## src/sv/kpi_pkg.sv

```systemverilog
// Shared types and constants of the keyframe path interpolator.
// Used by the top level, the divider and the checker.
package kpi_pkg;

    localparam int S_DATA_W = 168;
    localparam int M_DATA_W = 168;

    typedef enum logic [2:0] {
        ACT_LOAD    = 3'd0,
        ACT_ADVANCE = 3'd1,
        ACT_EVAL    = 3'd2,
        ACT_SET     = 3'd3,
        ACT_JUMP    = 3'd4,
        ACT_RESTART = 3'd5
    } action_t;

    localparam logic [1:0] MODE_REVERSE = 2'd1;
    localparam logic [1:0] MODE_LOOP    = 2'd2;

    localparam logic [1:0] CFG_MODE  = 2'd0;
    localparam logic [1:0] CFG_COUNT = 2'd1;
    localparam logic [1:0] CFG_PLAY  = 2'd2;

    typedef enum logic [3:0] {
        ST_IDLE,
        ST_JUMP,
        ST_TCHK,
        ST_MOD,
        ST_WINIT,
        ST_WSTEP,
        ST_WCMP,
        ST_FIN,
        ST_RC,
        ST_RN,
        ST_PCALC,
        ST_PDIV,
        ST_LERP,
        ST_OUT
    } state_t;

    typedef struct packed {
        logic [31:0] t;
        logic [15:0] pitch;
        logic [15:0] yaw;
        logic [31:0] z;
        logic [31:0] y;
        logic [31:0] x;
    } key_t;

    typedef struct packed {
        logic        start;
        logic [31:0] init_rem;
        logic [32:0] dividend;
        logic [31:0] divisor;
        logic [5:0]  steps;
    } div_req_t;

    typedef struct packed {
        logic        done;
        logic [31:0] rem;
        logic [15:0] quot;
    } div_rsp_t;

endpackage

```

## src/sv/kpi_div.sv

```systemverilog
// Restoring serial divider, one quotient bit per cycle.
// Depends on kpi_pkg for its request and response structs.
module kpi_div (
    input  logic             clk,
    input  logic             rst_n,
    input  kpi_pkg::div_req_t req,
    output kpi_pkg::div_rsp_t rsp
);

    logic        busy_reg, busy_next;
    logic        done_reg, done_next;
    logic [5:0]  cnt_reg, cnt_next;
    logic [31:0] rem_reg, rem_next;
    logic [32:0] dvd_reg, dvd_next;
    logic [31:0] dsr_reg, dsr_next;
    logic [15:0] quot_reg, quot_next;
    logic [32:0] trial;
    logic [32:0] diff;
    logic        ge;

    always_comb
    begin
        trial     = {rem_reg, dvd_reg[32]};
        diff      = trial - {1'b0, dsr_reg};
        ge        = trial >= {1'b0, dsr_reg};
        busy_next = busy_reg;
        done_next = 1'b0;
        cnt_next  = cnt_reg;
        rem_next  = rem_reg;
        dvd_next  = dvd_reg;
        dsr_next  = dsr_reg;
        quot_next = quot_reg;
        if (req.start)
        begin
            busy_next = 1'b1;
            cnt_next  = req.steps;
            rem_next  = req.init_rem;
            dvd_next  = req.dividend;
            dsr_next  = req.divisor;
            quot_next = '0;
        end
        else if (busy_reg)
        begin
            rem_next  = ge ? diff[31:0] : trial[31:0];
            dvd_next  = {dvd_reg[31:0], 1'b0};
            quot_next = {quot_reg[14:0], ge};
            cnt_next  = cnt_reg - 6'd1;
            if (cnt_reg == 6'd1)
            begin
                busy_next = 1'b0;
                done_next = 1'b1;
            end
        end
    end

    always_ff @(posedge clk or negedge rst_n)
    begin
        if (!rst_n)
        begin
            busy_reg <= 1'b0;
            done_reg <= 1'b0;
            cnt_reg  <= '0;
        end
        else
        begin
            busy_reg <= busy_next;
            done_reg <= done_next;
            cnt_reg  <= cnt_next;
        end
    end

    always_ff @(posedge clk)
    begin
        rem_reg  <= rem_next;
        dvd_reg  <= dvd_next;
        dsr_reg  <= dsr_next;
        quot_reg <= quot_next;
    end

    assign rsp.done = done_reg;
    assign rsp.rem  = rem_reg;
    assign rsp.quot = quot_reg;

endmodule

```

## config.mk

```make
export PLATFORM = sky130hd
export DESIGN_NAME = kpi_div
export DESIGN_NICKNAME = d
export VERILOG_FILES = /design/src/sv/kpi_pkg.sv /design/src/sv/kpi_div.sv
export SDC_FILE = /design/constraint.sdc
export NUM_CORES = 1
export LEC_CHECK = 0
export ABC_AREA = 0
export BUFFER_PORTS_ARGS = -buffer_cell sky130_fd_sc_hd__clkbuf_2
export CAP_MARGIN = 20
export CORE_ASPECT_RATIO = 1.5
export CORE_MARGIN = 2
export CORE_UTILIZATION = 40
export CTS_CLUSTER_SIZE = 28
export DETAILED_ROUTE_END_ITERATION = 10
export PLACE_DENSITY = 0.73
export SLEW_MARGIN = 10
export SYNTH_ARGS = -nofsm -noshare
export SYNTH_HDL_FRONTEND = slang
export SYNTH_SLANG_ARGS = --single-unit
```

## constraint.sdc

```tcl
create_clock -name clk -period 6.2 [get_ports clk]
set_input_delay 0.31 -clock clk [delete_from_list [all_inputs] [get_ports clk]]
set_output_delay 0.31 -clock clk [all_outputs]
set_load 0.03 [all_outputs]
```

## Word level (Yosys, flattened, before mapping)

Index checks and enable logic that the tools add are counted.

- Flip-flop bits (word level): 121
- Logic and storage cells: 25
- Output and inout port bits: 49

- Eq/ne operators: 1
- Mux-type cells: 13
- Add/subtract/negate cells: 2
- Order comparisons: 1
- Reduce and logical (&&, ||, !) cells: 1

Operator list:

| cell | number |
|---|---|
| 32-bit two-way mux | 3 |
| 33-bit two-way mux | 2 |
| 33-bit by 32-bit greater-or-equal comparator with 1-bit output | 1 |
| 32-bit subtractor | 1 |
| 6-bit two-way mux | 2 |
| 6-bit by 1-bit == test with 1-bit output (second input constant) | 1 |
| 1-bit two-way mux | 6 |
| 6-bit by 1-bit subtractor with 6-bit output (second input constant) | 1 |
| 2-bit nonzero test | 1 |

## Depth between registers and ports, before layout

Gate-level depths: netlist of run 1.

- Word-level depth: 4
- Depth in mapped cells: 12
- Gate-level depth less buffers: 12

## Worst setup path after synthesis of run 1

OpenSTA, ideal clock, no wires.

- Path kind: reg2reg
- Start: reg rem_reg[22]
- End: reg rem_reg[30] (data pin)
- Cell stages (with the launch flop): 11
- Required time: 5.929 ns
- Library setup time: 0.271 ns
- Setup slack: 3.382 ns
- Clock period less this slack: 2.818 ns
- Data arrival time: 2.547 ns
- Path through: edfxtp_1 ha_1 buf_6 a21o_1 a21o_1 a21o_1 a211o_1 a21o_1 a221oi_2 xor2_1 o221ai_1

- Cells in the longest elaborated chain, start to end: 4
- Elaborated cells on any way between the ends: 5
- Classes of those cells: 1 x add/sub; 1 x order compare; 3 x mux

RTL lines:

| what | line | text |
|---|---|---|
| start: declaration | kpi_div.sv:13 | `logic [31:0] rem_reg, rem_next;` |
| start signal: assignment | kpi_div.sv:74 | `rem_reg <= rem_next;` |
| 32-bit subtractor / 33-bit by 32-bit greater-or-equal comparator with 1-bit output (equally long branches) | kpi_div.sv:24, kpi_div.sv:25 |  |
| 32-bit two-way mux * | kpi_div.sv:44 | `rem_next = ge ? diff[31:0] : trial[31:0];` |
| 32-bit two-way mux * | kpi_div.sv:42 | `else if (busy_reg)` |
| 32-bit two-way mux * | kpi_div.sv:33 | `if (req.start)` |
| named net rem_next[30] | kpi_div.sv:13 |  |

Mark *: on every way through the listed nets, which the timed path passes. The rest lies on a longest branch. The select of a mux whose other input is x is not followed.
A chain may end at the register's enable or synchronous reset.

## Worst setup path in the final report of run 1

- Start: reg rem_reg[25]
- End: reg rem_reg[0] (data pin)

- Cells in the longest elaborated chain, start to end: 4

RTL lines:

| what | line | text |
|---|---|---|
| 33-bit by 32-bit greater-or-equal comparator with 1-bit output | kpi_div.sv:25 | `ge = trial >= {1'b0, dsr_reg};` |
| 32-bit two-way mux | kpi_div.sv:44 |  |
| 32-bit two-way mux | kpi_div.sv:42 |  |
| 32-bit two-way mux | kpi_div.sv:33 |  |
| named net rem_next[0] | kpi_div.sv:13 |  |

The timed path passes the listed nets, and every way through them passes these cells. The select of a mux whose other input is x is not followed.

==> results of run 1 <==
==> placed cells by master (no fill, tap or decap), drive strengths merged, types with 4 or more instances in the layout <==
| cell | n |
|---|---|
| nand4 | 12 |
| o211ai | 7 |
| inv | 54 |
| edfxtp | 97 |
| nor2 | 52 |
| mux2i | 16 |
| xnor2 | 20 |
| o21a | 9 |
| ha | 34 |
| a21oi | 39 |
| xor2 | 10 |
| a31oi | 23 |
| a211o | 5 |
| buf | 6 |
| dfxtp | 16 |
| o21ai | 41 |
| nor3 | 9 |
| nand3 | 21 |
| a21o | 15 |
| o31ai | 6 |
| and2 | 6 |
| mux2 | 32 |
| o311ai | 5 |
| and3 | 6 |
| clkinv | 4 |
| clkbuf | 176 |
| dfrtp | 8 |
| o21bai | 4 |
| a211oi | 4 |
| nand2 | 50 |
==> path summary, 6_finish.rpt <==
kind                                    from            to  slack, ns  depth (start not counted)
worst max register to register   rem_reg[25]    rem_reg[0]       2.89                          8
max in group asynchronous              rst_n    cnt_reg[5]       5.74                          2
worst max-delay path             rem_reg[25]    rem_reg[0]       2.89                          8
worst min register to register  quot_reg[15]  quot_reg[15]       0.51                          2
worst min-delay path                 req[17]   dsr_reg[11]       0.06                          1
min in group asynchronous              rst_n    cnt_reg[0]       0.28                          2
==> final cells by class <==
class / instances / share of cell area
well taps: 213 / 0.0312
multi-input cells: 462 / 0.379
clock inverters: 9 / 0.00819
flip-flops and latches: 121 / 0.401
clock buffers: 23 / 0.0626
repair buffers: 160 / 0.0959
inverters: 49 / 0.0215
==> logic make-up after synthesis <==
kind of cell	after synthesis	share of synthesized area
compound gates	180	0.172
simple gates	169	0.111
flops	121	0.483
buf+inv	88	0.0612
mux	48	0.0732
fa+ha+maj	35	0.0627
xor+xnor	30	0.0370
==> per-layer routing <==
metal | up-vias | GRT usage | share of wire
li1 | 2764 | - | -
met1 | 2681 | 0.214 | 0.38
met2 | 173 | 0.350 | 0.52
met3 | 37 | 0.0677 | 0.071
met4 | 0 | 0.0785 | 0.030
met5 | - | 0 | 0
==> report_power, final <==
part	switching [mW]	internal, mW	total, mW
logic	1.31	0.763	2.07
registers	0.128	1.09	1.22
clock network	0.380	0.614	0.994
total	1.82	2.47	4.29
==> flow_summary.yaml, run 1 <==
status:
  status: "finished, final reports clean"
floorplanning:
  die_w_um: 113
  die_area_um2: 18900
  start_util: 0.410
  die_h_um: 167
  rows: 59
  core-area_um2: 17300
  ios: 155
layout:
  antenna_cells: 0
  final_area_um2: 8550
  area_delta_synth_final_pct: 20.3
  drive_gt1_frac: 0.295
  utilization: 0.493
  seqCellArea_um2: 3430
  nFillCells: 1623
  multiInputGateArea_um2: 3240
  final_cells: 1037
  largest_reg_flops: 33
  nets: 952
timing:
  finalMaxSlewViolations: 0
  finalSetupTns_ns: 0
  post-route-min-period_ns: 3.31
  max_freq_mhz: 302
  clock_skew_ns: 0.0109
  max-slew-margin-rel: 0.309
  hold_violations: 0
  worst_pin_slew_ns: 1.04
  finalSetupViolations: 0
  final.period_utilization: 0.535
  rsz0062_at_grt: "no"
  setup_ws_ns: 2.89
  holdWs_ns: 0.0649
placed_design:
  dp.cells: 1004
  place_ws_ns: 2.87
  routabilityCongestion: 0.914
  dpl-instance-area_um2: 7940
  portBuffers: 154
  dpl.hpwl_um: 13200
logic_synthesis:
  yosysTopAreaCellShare: 0.410
  avgSynthCellArea_um2: 10.6
  yosys.area.top_type: "edfxtp_1"
  synth_fp_nets: 812
  synth.most_common_cell: "edfxtp_1"
  ys_ff_latch: 121
  synth_common_cells: "97 x edfxtp_1, 52 x nor2_1, 49 x inv_1, 49 x nand2_1, 37 x a21oi_1"
  synth_cell_types: 67
  async_flop_share: 0.0661
  synthFlopType: "edfxtp_1"
  synthCells: 671
  synthesis.area_um2: 7110
  synth_warnings: 0
  yosysSeqAreaShare: 0.483
  synth_area_leaders: "edfxtp_1 41%, ha_1 6.0%, mux2_2 5.1%"
  synth_edf_count: 97
routing:
  drcViolationCount: 0
  wl_per_cell_um: 17.7
  drt_pass1_iterations: 6
  routed_wl_um: 18300
  vias_per_cell: 5.45
  antenna_left: 0
  vias: 5655
  drtIter0Drc: 269
clock_tree:
  cts.sinks: 121
  post_cts_resized: 0
  clock_tree.buffer_depth: 2
  postCtsSetupBuffers: 0
  cts_buffers: 17
  cts-root-buf: "clkbuf_16"
  clock_latency_ns: 0.42
  tritoncts: "done"
  path_clk_slew_ns: 0.06
  cts_hold_buf: 1
  htreeDepth: 4
worst_setup_path:
  criticalPathCategory: "flop to flop"
  slowest_delay_ns: 0.61
  cp.required_ns: 6.33
  crit_fanout: 17
  critPathBufInv: 1
  worstSetupStartpointType: "flop"
  critPathSlowestCell: "nor4_1"
  crit_chain: "ha_1, and3_1, nand4_1, nor4_1, a21oi_2, buf_4, nand2_2, a311oi_1"
  crit_family: "simple AND/OR/NAND/NOR gates"
  crit_arrival_ns: 3.45
  crit_path_end_kind: "flop"
grt:
  grt_max_degree: 62
  antenna_found_initial: 0
  gr-usage-all-layers: 0.197
  grt_pass1_vias: 5869
  grt_pass1_wl_um: 29500
  overflow: 0
power:
  p_leak_nw: 3.83
  power-per-cell-area_nw_per_um2: 501
  total_power_mw: 4.29
  ir_drop_uv: 204
worst_hold_path:
  hold_path_class: "input pin to flop"
job:
  cap_viol_max_count: 0
Power figures use the tool's default switching activity.
==> inputs of run 2 (changes only) <==
Settings changed: PLACE_DENSITY 0.73 to 0.75.
Clock period 6.2 ns to 2.9 ns, I/O delays scaled along.
==> flow_summary.yaml, run 2 (synthesized netlist as in run 1, its figures left out) <==
timing:
  clock_skew_ns: 0.00657
  post-route-min-period_ns: 2.86
  worst_pin_slew_ns: 0.493
  rsz0062_at_grt: "yes"
  max_freq_mhz: 349
  holdWs_ns: 0.0190
  max-slew-margin-rel: 0.667
  finalMaxSlewViolations: 0
  final.period_utilization: 0.988
  setup_ws_ns: 0.0354
  hold_violations: 0
  finalSetupViolations: 0
worst_setup_path:
  crit_top_cell: "a21oi_2"
  crit_path_end_kind: "flop"
  crit_arrival_ns: 3.02
  crit_family: "compound AO/OA/AOI/OAI gates"
  critPathBufInv: 2
  critPathSlowestCell: "edfxtp_1"
  crit_chain: "inv_1, ha_2, inv_2, fa_2, a21oi_2, o211ai_1, a211o_1, a21oi_2, o21ai_2, a221oi_2, xor2_1, o221ai_1"
  criticalPathCategory: "flop to flop"
  cp.required_ns: 3.06
  worstSetupStartpointType: "flop"
  crit_fanout: 4
  slowest_delay_ns: 0.39
worst_hold_path:
  hold_path_class: "input pin to flop"
routing:
  drcViolationCount: 0
  vias_per_cell: 5.38
  vias: 6029
  drt_pass1_iterations: 5
  wl_per_cell_um: 17.5
  drtIter0Drc: 361
  routed_wl_um: 19600
  antenna_left: 0
layout:
  final_area_um2: 9360
  final_cell_mix: "153 x clkbuf_2, 97 x edfxtp_1, 52 x nor2_1"
  final_cells: 1120
  largest_reg_flops: 33
  drive_gt1_frac: 0.327
  antenna_cells: 0
  multiInputGateArea_um2: 3320
  layout_commonest_cell: "clkbuf_2"
  nets: 1035
  nFillCells: 1527
  seqCellArea_um2: 3430
  area_delta_synth_final_pct: 31.6
status:
  status: "finished, final reports clean"
grt:
  grt_pass1_wl_um: 31200
  grt_max_degree: 59
  antenna_found_initial: 0
  gr-usage-all-layers: 0.209
  overflow: 0
  grt_pass1_vias: 6222
placed_design:
  dpl.hpwl_um: 14200
  dpl-instance-area_um2: 8300
  portBuffers: 154
  dp.cells: 1045
  place_ws_ns: -0.0955
  routabilityCongestion: 0.884
job:
  cap_viol_max_count: 0
clock_tree:
  path_clk_slew_ns: 0.06
  htreeDepth: 4
  cts.sinks: 121
  clock_latency_ns: 0.42
  tritoncts: "done"
  cts-root-buf: "clkbuf_16"
  cts_buffers: 17
  clock_tree.buffer_depth: 2
floorplanning:
  die_h_um: 167
  die_area_um2: 18900
  rows: 59
  start_util: 0.410
  die_w_um: 113
  core-area_um2: 17300
  ios: 155
power:
  total_power_mw: 9.65
  power-per-cell-area_nw_per_um2: 1030
  p_leak_nw: 4.19
  ir_drop_uv: 440
## run 2: layout make-up
cell class,count,area share
clock inverter,13,0.0138
clock buffer,19,0.0463
timing repair buffer,243,0.170
inverter,49,0.0197
tap,213,0.0285
multi-input combinational,462,0.355
sequential,121,0.367
## run 2: final timing paths
| check | from | to | slack, ns | depth (start not counted) |
|---|---|---|---|---|
| max in group asynchronous | rst_n | done_reg | 2.60 | 2 |
| min in group asynchronous | rst_n | cnt_reg[0] | 0.12 | 2 |
| min | req[79] | rem_reg[8] | 0.02 | 3 |
| max reg2reg | dvd_reg[32] | rem_reg[30] | 0.04 | 12 |
| min reg2reg | quot_reg[15] | quot_reg[15] | 0.50 | 2 |
| max | dvd_reg[32] | rem_reg[30] | 0.04 | 12 |
## run 2: what timing repair did
| item | in CTS | in global routing |
|---|---|---|
| gates resized for setup | 5 | 15 |
| setup endpoints to repair | 4 | 22 |
| pin swaps | 2 | 14 |
| hold buffers | 40 | 0 |
| buffers inserted | 0 | 3 |
| hold endpoints to repair | 47 | 0 |
## run 2: through the flow
step	TNS (ns)	util
final	0	0.539
after detailed placement	-0.286	0.478
after global routing	-0.157	0.539
after global placement	-0.00758	0.478
after floorplan	0	-
after CTS	0	0.535
## run 2: layer usage
metal / GRT usage / up-vias / routed length, um
met1: 0.221 / 2829 / 7270
met2: 0.374 / 210 / 10300
li1: - / 2935 / -
met4: 0.106 / 0 / 730
met3: 0.0608 / 55 / 1330
met5: 0 / - / 0
## run 2: power by group
group          total (mW)  switching (mW)  leakage, nW  internal [mW]
combinational        4.99            2.95         2.70           2.05
clock                2.04           0.790        0.262           1.25
sequential           2.62           0.280         1.23           2.34
## run 2: worst reg2reg max path, cell delays in order (launching register included)
cell and delay (ns):
edfxtp_1 0.39, inv_1 0.08, ha_2 0.19, inv_2 0.04
fa_2 0.36, a21oi_2 0.14, o211ai_1 0.17, a211o_1 0.37
a21oi_2 0.18, o21ai_2 0.09, a221oi_2 0.28, xor2_1 0.18
o221ai_1 0.12
==> inputs of run 3 (changes only) <==
Settings changed: GPL_TIMING_DRIVEN set to 0.
==> flow_summary.yaml, run 3 (synthesized netlist as in run 1, its figures left out) <==
timing:
  hold_violations: 0
  max-slew-margin-rel: 0.379
  clock_skew_ns: 0.00975
  rsz0062_at_grt: "yes"
  post-route-min-period_ns: 2.95
  finalSetupViolations: 2
  finalMaxSlewViolations: 0
  max_freq_mhz: 340
  setup_ws_ns: -0.0453
  final.period_utilization: 1.02
  worst_pin_slew_ns: 0.932
placed_design:
  dpl.hpwl_um: 14800
  dp.cells: 1039
  routabilityCongestion: 0.946
  dpl-instance-area_um2: 8180
  portBuffers: 154
clock_tree:
  cts.sinks: 121
  path_clk_slew_ns: 0.06
  tritoncts: "done"
  cts-root-buf: "clkbuf_16"
  clock_latency_ns: 0.42
  clock_tree.buffer_depth: 2
  cts_buffers: 17
  htreeDepth: 4
floorplanning:
  die_w_um: 113
  die_h_um: 167
  ios: 155
  core-area_um2: 17300
  start_util: 0.410
  rows: 59
  die_area_um2: 18900
routing:
  vias: 6237
  vias_per_cell: 5.52
  antenna_left: 0
  wl_per_cell_um: 18.6
  drt_pass1_iterations: 7
  drcViolationCount: 0
  routed_wl_um: 21000
  drtIter0Drc: 472
layout:
  multiInputGateArea_um2: 3550
  final_cells: 1130
  drive_gt1_frac: 0.347
  nFillCells: 1492
  antenna_cells: 0
  seqCellArea_um2: 3430
  layout_commonest_cell: "clkbuf_2"
  final_cell_mix: "158 x clkbuf_2, 97 x edfxtp_1, 51 x nor2_1"
  final_area_um2: 9630
  largest_reg_flops: 33
  area_delta_synth_final_pct: 35.5
  nets: 1045
worst_setup_path:
  r2r_cells: 12
  criticalPathCategory: "flop to flop"
  crit_family: "compound AO/OA/AOI/OAI gates"
  crit_arrival_ns: 3.09
  crit_cells: 12
  cp.required_ns: 3.05
  critPathBufInv: 2
  worstSetupStartpointType: "flop"
  critPathSlowestCell: "fa_2"
  slowest_delay_ns: 0.39
  crit_chain: "inv_1, ha_2, inv_2, fa_2, a21oi_2, o211ai_1, a211o_1, a21oi_2, o21ai_2, a221oi_2, xor2_1, o221ai_1"
  crit_top_cell: "a21oi_2"
  crit_path_end_kind: "flop"
  crit_fanout: 4
status:
  violations: "negative setup slack"
  status: "finished, violations left"
power:
  power-per-cell-area_nw_per_um2: 1040
  p_leak_nw: 4.26
  ir_drop_uv: 517
grt:
  grt_pass1_wl_um: 32100
  grt_pass1_vias: 6294
  grt_max_degree: 49
  overflow: 0
  gr-usage-all-layers: 0.218
  antenna_found_initial: 0
worst_hold_path:
  hold_path_class: "input pin to flop"
  hold_depth: 3
job:
  cap_viol_max_count: 0
==> run 3: cell count changes in the layout (fill, tap and decap cells not counted), moves of 5 or more <==
cell and change:
o21ai_0 -5, buf_4 -24, clkbuf_2 +5, o21ai_1 +5
clkbuf_1 +15, clkbuf_8 +7
==> run 3: per-stage QoR <==
step / hold slack, ns / util / setup TNS [ns] / power, mW / setup slack [ns]
after floorplan: -0.151 / - / 0 / 5.94 / 0.0822
after global placement: -0.0000544 / 0.470 / -104.70 / 7.09 / -1.56
after detailed placement: 0.00417 / 0.471 / -12.68 / 7.13 / -0.262
after CTS: 0.00661 / 0.536 / 0 / 9.46 / 0.00882
after global routing: 0.0146 / 0.555 / -0.696 / 10.5 / -0.117
final: 0.0148 / 0.555 / -0.0828 / 9.98 / -0.0453
==> run 3: worst paths after layout <==
path                                   start           end  slack [ns]
worst max register to register   dvd_reg[32]   rem_reg[30]       -0.05
min in group asynchronous              rst_n    cnt_reg[1]        0.10
worst min register to register  quot_reg[15]  quot_reg[15]        0.50
worst min-delay path                 req[73]    rem_reg[2]        0.01
worst max-delay path             dvd_reg[32]   rem_reg[30]       -0.05
max in group asynchronous              rst_n    cnt_reg[2]        2.63
==> run 3: timing repair <==
item / in CTS / in global routing
setup endpoints to repair: 29 / 28
pin swaps: 7 / 31
endpoints found under the hold margin: 47 / 0
hold buffers: 40 / 0
resized for setup: 22 / 47
setup buffers: 5 / 14
==> run 3: routing by layer <==
metal  vias to the layer above  global-route usage  part of all wire
met3                        66              0.0594             0.068
li1                       2953                   -                 -
met1                      2958               0.234              0.37
met2                       260               0.390              0.52
met4                         0               0.109             0.041
met5                         -                   0                 0
==> run 3: area by class of cell <==
class	instances	area share
Multi-Input combinational cell	462	0.368
Buffer	39	0.0275
Inverter	49	0.0194
Timing Repair Buffer	214	0.141
Sequential cell	121	0.357
Clock inverter	9	0.00585
Tap cell	213	0.0277
Clock buffer	23	0.0540
==> run 3: tightest hold or removal path: cells and delay by family <==
family / cells / cell delay (ns)
AO/OA/AOI/OAI: 1 / 0.05
AND/OR/NAND/NOR: 1 / 0.05
buffers and inverters: 1 / 0.09
==> run 3: where the power goes <==
part           switching (mW)  internal [mW]
logic                    3.19           2.10
registers               0.288           2.34
clock network           0.799           1.26
total                    4.28           5.70
